**config.mk**
```make
export PLATFORM = sky130hd
export DESIGN_NAME = m3i_fifo
export DESIGN_NICKNAME = d
export VERILOG_FILES = /design/src/assert_macros.svh /design/src/m3i_pkg.sv /design/src/m3i_fifo.sv
export SDC_FILE = /design/constraint.sdc
export NUM_CORES = 2
export LEC_CHECK = 0
export ABC_AREA = 0
export BUFFER_PORTS_ARGS = -buffer_cell sky130_fd_sc_hd__buf_4
export CAP_MARGIN = 20
export CELL_PAD_IN_SITES_DETAIL_PLACEMENT = 1
export CELL_PAD_IN_SITES_GLOBAL_PLACEMENT = 1
export CORE_MARGIN = 2
export CORE_UTILIZATION = 35
export DETAILED_ROUTE_END_ITERATION = 6
export HOLD_SLACK_MARGIN = 0.03
export MAX_ROUTING_LAYER = met4
export PLACE_DENSITY = 0.66
export SYNTH_ARGS = -nofsm -noshare
export SYNTH_HDL_FRONTEND = slang
export SYNTH_SLANG_ARGS = --single-unit
```
**constraint.sdc**
```tcl
create_clock -name clock -period 37.8 [get_ports clock]
set_input_delay 3.78 -clock clock [delete_from_list [all_inputs] [get_ports clock]]
set_output_delay 3.78 -clock clock [all_outputs]
set_load 0.03 [all_outputs]
```
**src/assert_macros.svh**
```systemverilog
// Assertion macros used by the top module of the matrix inverse unit.
`ifndef ASSERT_MACROS_SVH
`define ASSERT_MACROS_SVH

// Checks that the consequent holds in the same cycle as the antecedent.
`define ASSERT_SAME(label, clk, rst, ante, cons, msg) \
   label: assert property (@(posedge clk) disable iff (rst) (ante) |-> (cons)) \
      else $error(msg);

// Checks that the consequent holds in the cycle after the antecedent.
`define ASSERT_NEXT(label, clk, rst, ante, cons, msg) \
   label: assert property (@(posedge clk) disable iff (rst) (ante) |=> (cons)) \
      else $error(msg);

`endif

```
**src/m3i_pkg.sv**
```systemverilog
// Types, widths and index tables shared by the matrix inverse unit.
package m3i_pkg;

   localparam int DATA_W         = 32;
   localparam int FRAC_BITS_DEF  = 16;
   localparam int FIFO_DEPTH_DEF = 4;

   localparam int PROD_W = 2 * DATA_W;
   localparam int COF_W  = 2 * DATA_W + 1;
   localparam int DET_W  = 3 * DATA_W + 1;
   localparam int QUO_W  = DATA_W + 2;
   localparam int REM_W  = DET_W + 1;

   // Operand pairs of the eighteen products; cofactor i is product 2i minus product 2i+1.
   localparam int PROD_IDX [18][2] = '{
      '{4, 8}, '{5, 7},
      '{2, 7}, '{1, 8},
      '{1, 5}, '{2, 4},
      '{5, 6}, '{3, 8},
      '{0, 8}, '{2, 6},
      '{2, 3}, '{0, 5},
      '{3, 7}, '{4, 6},
      '{1, 6}, '{0, 7},
      '{0, 4}, '{1, 3}
   };

   typedef logic [DATA_W-1:0] elem_type;

   typedef struct packed {
      elem_type a00;
      elem_type a01;
      elem_type a02;
      elem_type a10;
      elem_type a11;
      elem_type a12;
      elem_type a20;
      elem_type a21;
      elem_type a22;
   } req_type;

   typedef struct packed {
      elem_type b00;
      elem_type b01;
      elem_type b02;
      elem_type b10;
      elem_type b11;
      elem_type b12;
      elem_type b20;
      elem_type b21;
      elem_type b22;
      logic     singular;
   } rsp_type;

   typedef struct packed {
      logic [2:0][DATA_W-1:0] arow;
      logic [8:0][COF_W-1:0]  cof;
   } work_type;

   typedef struct packed {
      logic             neg;
      logic             ovf;
      logic [REM_W-1:0] rem;
      logic [QUO_W-1:0] nlo;
      logic [QUO_W-1:0] quo;
   } div_lane_type;

endpackage

```
**src/m3i_fifo.sv**
```systemverilog
// Short queue that decouples the cofactor front end from the divide back end.
module m3i_fifo #(
   parameter int DEPTH = m3i_pkg::FIFO_DEPTH_DEF
) (
   input  logic               clock,
   input  logic               reset,
   input  logic               push,
   input  m3i_pkg::work_type  push_data,
   input  logic               pop,
   output m3i_pkg::work_type  pop_data,
   output logic               full,
   output logic               empty
);

   localparam int PTR_W = $clog2(DEPTH);
   localparam int CNT_W = $clog2(DEPTH + 1);

   m3i_pkg::work_type  mem_ff [0:DEPTH-1];
   logic [PTR_W-1:0]   wr_ptr_ff;
   logic [PTR_W-1:0]   rd_ptr_ff;
   logic [PTR_W-1:0]   wr_ptr_in;
   logic [PTR_W-1:0]   rd_ptr_in;
   logic [CNT_W-1:0]   count_ff;
   logic [CNT_W-1:0]   count_in;

   assign wr_ptr_in = (wr_ptr_ff == PTR_W'(DEPTH - 1)) ? '0 : wr_ptr_ff + 1'b1;
   assign rd_ptr_in = (rd_ptr_ff == PTR_W'(DEPTH - 1)) ? '0 : rd_ptr_ff + 1'b1;

   always_comb begin
      count_in = count_ff;
      if (push && !pop) begin
         count_in = count_ff + 1'b1;
      end else if (pop && !push) begin
         count_in = count_ff - 1'b1;
      end
   end

   always_ff @(posedge clock) begin
      if (reset) begin
         wr_ptr_ff <= '0;
         rd_ptr_ff <= '0;
         count_ff  <= '0;
      end else begin
         if (push) begin
            wr_ptr_ff <= wr_ptr_in;
         end
         if (pop) begin
            rd_ptr_ff <= rd_ptr_in;
         end
         count_ff <= count_in;
      end
   end

   always_ff @(posedge clock) begin
      if (push) begin
         mem_ff[wr_ptr_ff] <= push_data;
      end
   end

   assign pop_data = mem_ff[rd_ptr_ff];
   assign full     = (count_ff == CNT_W'(DEPTH));
   assign empty    = (count_ff == '0);

endmodule

```
Yosys cells after proc, flatten, opt, wreduce, memory -nomap -nowiden --
Memories as Yosys holds them, arrays and structs flattened. A register that Yosys moved wholly into a read port is not among the register bits. Cells that the tools add are included.
Word-level totals: logic and storage cells 25, output and inout bits 683, memories 1, bits in writable memories 2724, register bits after elaboration 7
Cells by class: multiplexer cells 8, eq/ne operators 3, add/sub/neg operators 4, reductions and logical operators 6
Memories:
- mem_ff | words 4, bits a word 681, rd ports 1, clocked after memory_dff 1, write ports 1, RTL line m3i_fifo.sv:18 | m3i_pkg::work_type mem_ff [0:DEPTH-1];
Operator list (number):
- $mux 2 | 4
- $mux 3 | 2
- $add 2x1->2 const B | 2
- $eq 2x2->1 const B | 2
- $add 3x1->3 const B | 1
- $eq 3x3->1 const B | 1
- $logic_not 3->1 | 1
- $sub 3x1->3 const B | 1
- $logic_and 1x1->1 | 2
- $logic_not 1->1 | 2
- $mux 1 | 2
- $reduce_bool 2->1 | 1

Logic depth before layout (Yosys ltp) --
word-level depth 4, depth in mapped cells 7, mapped depth without buffers 7

Least setup slack after synthesis --
No wires, ideal clock.
kind input-to-reg, from input push, to memory mem_ff[0][0] (netlist bit), enable pin, cell stages on the path 1, data arrival time 19.038 ns, setup slack 17.628 ns, cells stage by stage and2_1
Between the ends: word-level cells in the longest chain between the ends 2
Ends and longest elaborated chain:
- start, declared | RTL line m3i_fifo.sv:7 | input logic push,
- $mux 1 | RTL line m3i_fifo.sv:55 | if (push) begin
- $mux 1 (not written as such) | RTL line m3i_fifo.sv:56 | mem_ff[wr_ptr_ff] <= push_data;
- end, declared | RTL line m3i_fifo.sv:18
Every way passes these cells.

==> flow_metrics.env <==
export IMPL_worst_pin_slew_ns=1.26
export IMPL_grt_overflow=0
export IMPL_rows=194
export IMPL_rsz0062_at_grt="no"
export IMPL_syn_inst=3601
export IMPL_cts_path_max_buffers=4
export IMPL_fillCellCount=25800
export IMPL_worst_ep_arrival_time_ns=8.15
export IMPL_synth_fp_nets=4293
export IMPL_p_leak_nw=40.4
export IMPL_regArea_sq_um=82000
export IMPL_synth_seq_area_share_pct=83.3
export IMPL_drive_gt1_share_pct=46.7
export IMPL_finalWirelength_mm=271
export IMPL_fin_tns_setup_ns=0
export IMPL_worst_path_buf_inv=8
export IMPL_route_detailed_drc=0
export IMPL_cts_root_buffer="clkbuf_16"
export IMPL_finalHoldViolations=0
export IMPL_async_reset_ff_share_pct=0
export IMPL_ant_nets=0
export IMPL_synth_edf_count=2724
export IMPL_multi_input_area_sq_um=15600
export IMPL_crit_required_ns=34.02
export IMPL_dp_hpwl_mm=180
export IMPL_drt_iter0_drc=3441
export IMPL_ys_types=20
export IMPL_syn_mean_instance_area_sq_um=27.3
export IMPL_setup_violations=0
export IMPL_hold_path_class="register to register"
export IMPL_die_w_um=534
export IMPL_cts_resized_gates=0
export IMPL_critPathTopFamily="buffers and inverters"
export IMPL_crit_type="register to output port"
export IMPL_first_pass_iters=5
export IMPL_netlist_area_sq_um=98400
export IMPL_grt_usage_pct=19.1
export IMPL_layout_common_cells="edfxtp_1 (2724), buf_4 (1419), mux4_2 (681)"
export IMPL_outcome="finished clean"
export IMPL_clk_latency_ns=0.87
export IMPL_crit_chain="buf_4 -> buf_4 -> buf_4 -> buf_4 -> buf_4 -> buf_4 -> buf_4 -> mux4_2 -> buf_4"
export IMPL_gp_congestion=0.844
export IMPL_ys_ff_latch=2733
export IMPL_worstSetupStartpointType="register"
export IMPL_clkTransAtPathRegs_ns=0.06
export IMPL_cts_max_level=5
export IMPL_die_y_um=534
export IMPL_layout_commonest_cell="edfxtp_1"
export IMPL_grt_max_degree=146
export IMPL_fmaxAchievable_mhz=83.8
export IMPL_wl_per_cell_um=29.4
export IMPL_path_common_cell="buf_4"
export IMPL_period_share_pct=31.6
export IMPL_finalClockSkew_ns=0.0439
export IMPL_fin_nets=5866
export IMPL_routed_via_density=5.02
export IMPL_first_global_vias=49300
export IMPL_vias=46300
export IMPL_end_kind="output port"
export IMPL_maxCapViolations=0
export IMPL_worst_path_max_delay_cell="buf_4"
export IMPL_portBuffers=1367
export IMPL_cts_hold_buffers=0
export IMPL_crit_fanout=46
export IMPL_drv_slew=0
export IMPL_min_period_ns=11.93
export IMPL_antenna_found_initial=111
export IMPL_grt_pass1_wl_mm=379
export IMPL_peakVddDrop_mv=0.0415
export IMPL_num_io_pins=1368
export IMPL_cts_tree="built"
export IMPL_area_growth_pct=24.7
export IMPL_yosys_warnings=0
export IMPL_maxSlewHeadroom_pct=16.1
export IMPL_numCtsBuffers=294
export IMPL_p_per_area_nw_per_um2=58.4
export IMPL_ys_flop_type="edfxtp_1"
export IMPL_coreArea_sq_um=279000
export IMPL_power_mw=7.16
export IMPL_cts_sinks=2733
export IMPL_die_area_sq_um=285000
export IMPL_initial_core_util_pct=35.2
export IMPL_max_stage_delay_ns=0.89
export IMPL_cts_setup_buffers=0
-- cell usage after synthesis, drive strengths merged (2+ instances only) --
cell | number | share of area, %
inv | 4 | 0.015
clkbuf | 6 | 0.023
xor2 | 2 | 0.018
a21oi | 2 | 0.010
mux4 | 681 | 16
and2 | 4 | 0.025
ha | 6 | 0.076
nor3b | 2 | 0.015
dfxtp | 9 | 0.18
buf | 146 | 0.80
mux2i | 4 | 0.041
edfxtp | 2724 | 83
nor2 | 7 | 0.027
-- power by group --
part / switching (mW) / internal, mW / total [mW]
combinational: 0.520 / 0.312 / 0.832
clock: 1.20 / 1.63 / 2.82
sequential: 0.0310 / 3.48 / 3.51
-- logic make-up after synthesis --
group / after synthesis / share of synthesized area [%]
AND/OR/NAND/NOR: 15 / 0.0788
adder cells (fa/ha/maj): 7 / 0.0966
AO/OA/AOI/OAI: 3 / 0.0153
XOR/XNOR: 2 / 0.0178
flip-flops: 2733 / 83.3
multiplexers: 685 / 15.6
buffers and inverters: 156 / 0.843
-- area by class of cell --
type / count / area share (%)
flip-flops and latches: 2733 / 66.8
multi-input cells: 712 / 12.7
repair buffers: 1429 / 8.84
clock buffers: 355 / 6.22
well taps: 3724 / 3.80
clock inverters: 169 / 1.44
diodes: 92 / 0.188
inverters: 4 / 0.0122
-- metrics by stage --
stage	cell area, sq um	setup slack [ns]	util (%)	std cells	hold slack (ns)
2_1_floorplan	98400	17.63	-	3601	0.460
3_3_place_gp	113000	26.31	40.5	8602	0.482
3_5_place_dp	113000	26.35	40.5	8602	0.513
4_1_cts	123000	25.31	43.8	9126	0.528
5_1_grt	123000	24.88	43.9	9211	0.570
6_report	123000	25.87	43.9	9218	0.524
-- layer usage --
| layer | track usage, % | vias to the layer above | share of wire, % |
|---|---|---|---|
| met4 | 5.33 | 0 | 2.6 |
| met1 | 21.5 | 25000 | 36 |
| li1 | - | 19100 | - |
| met5 | - | - | 0 |
| met2 | 30.7 | 1816 | 50 |
| met3 | 8.49 | 431 | 11 |
-- final timing paths --
path | startpoint | end | slack (ns) | cells past startpoint
min reg2reg | count_ff[2] | count_ff[2] | 0.52 | 2
max reg2reg | wr_ptr_ff[0] | mem_ff[0][34] | 31.87 | 8
min | count_ff[2] | count_ff[2] | 0.52 | 2
max | register | pop_data[14] | 25.87 | 9
-- worst register-to-register path: stages, from the launching register on --
cell and delay (ns):
dfxtp_1 0.35, inv_1 0.10, ha_1 0.15, and2_4 0.62, buf_4 0.88, buf_4 0.99
buf_4 0.69, buf_4 0.75, buf_4 0.94
-- sequential cells by signal, summed over array words and instances (netlist names), named ones only --
signal / flops
count_ff: 3
mem_ff: 2724
rd_ptr_ff: 2
wr_ptr_ff: 2
Note: power is estimated with default switching activity, not from simulation.
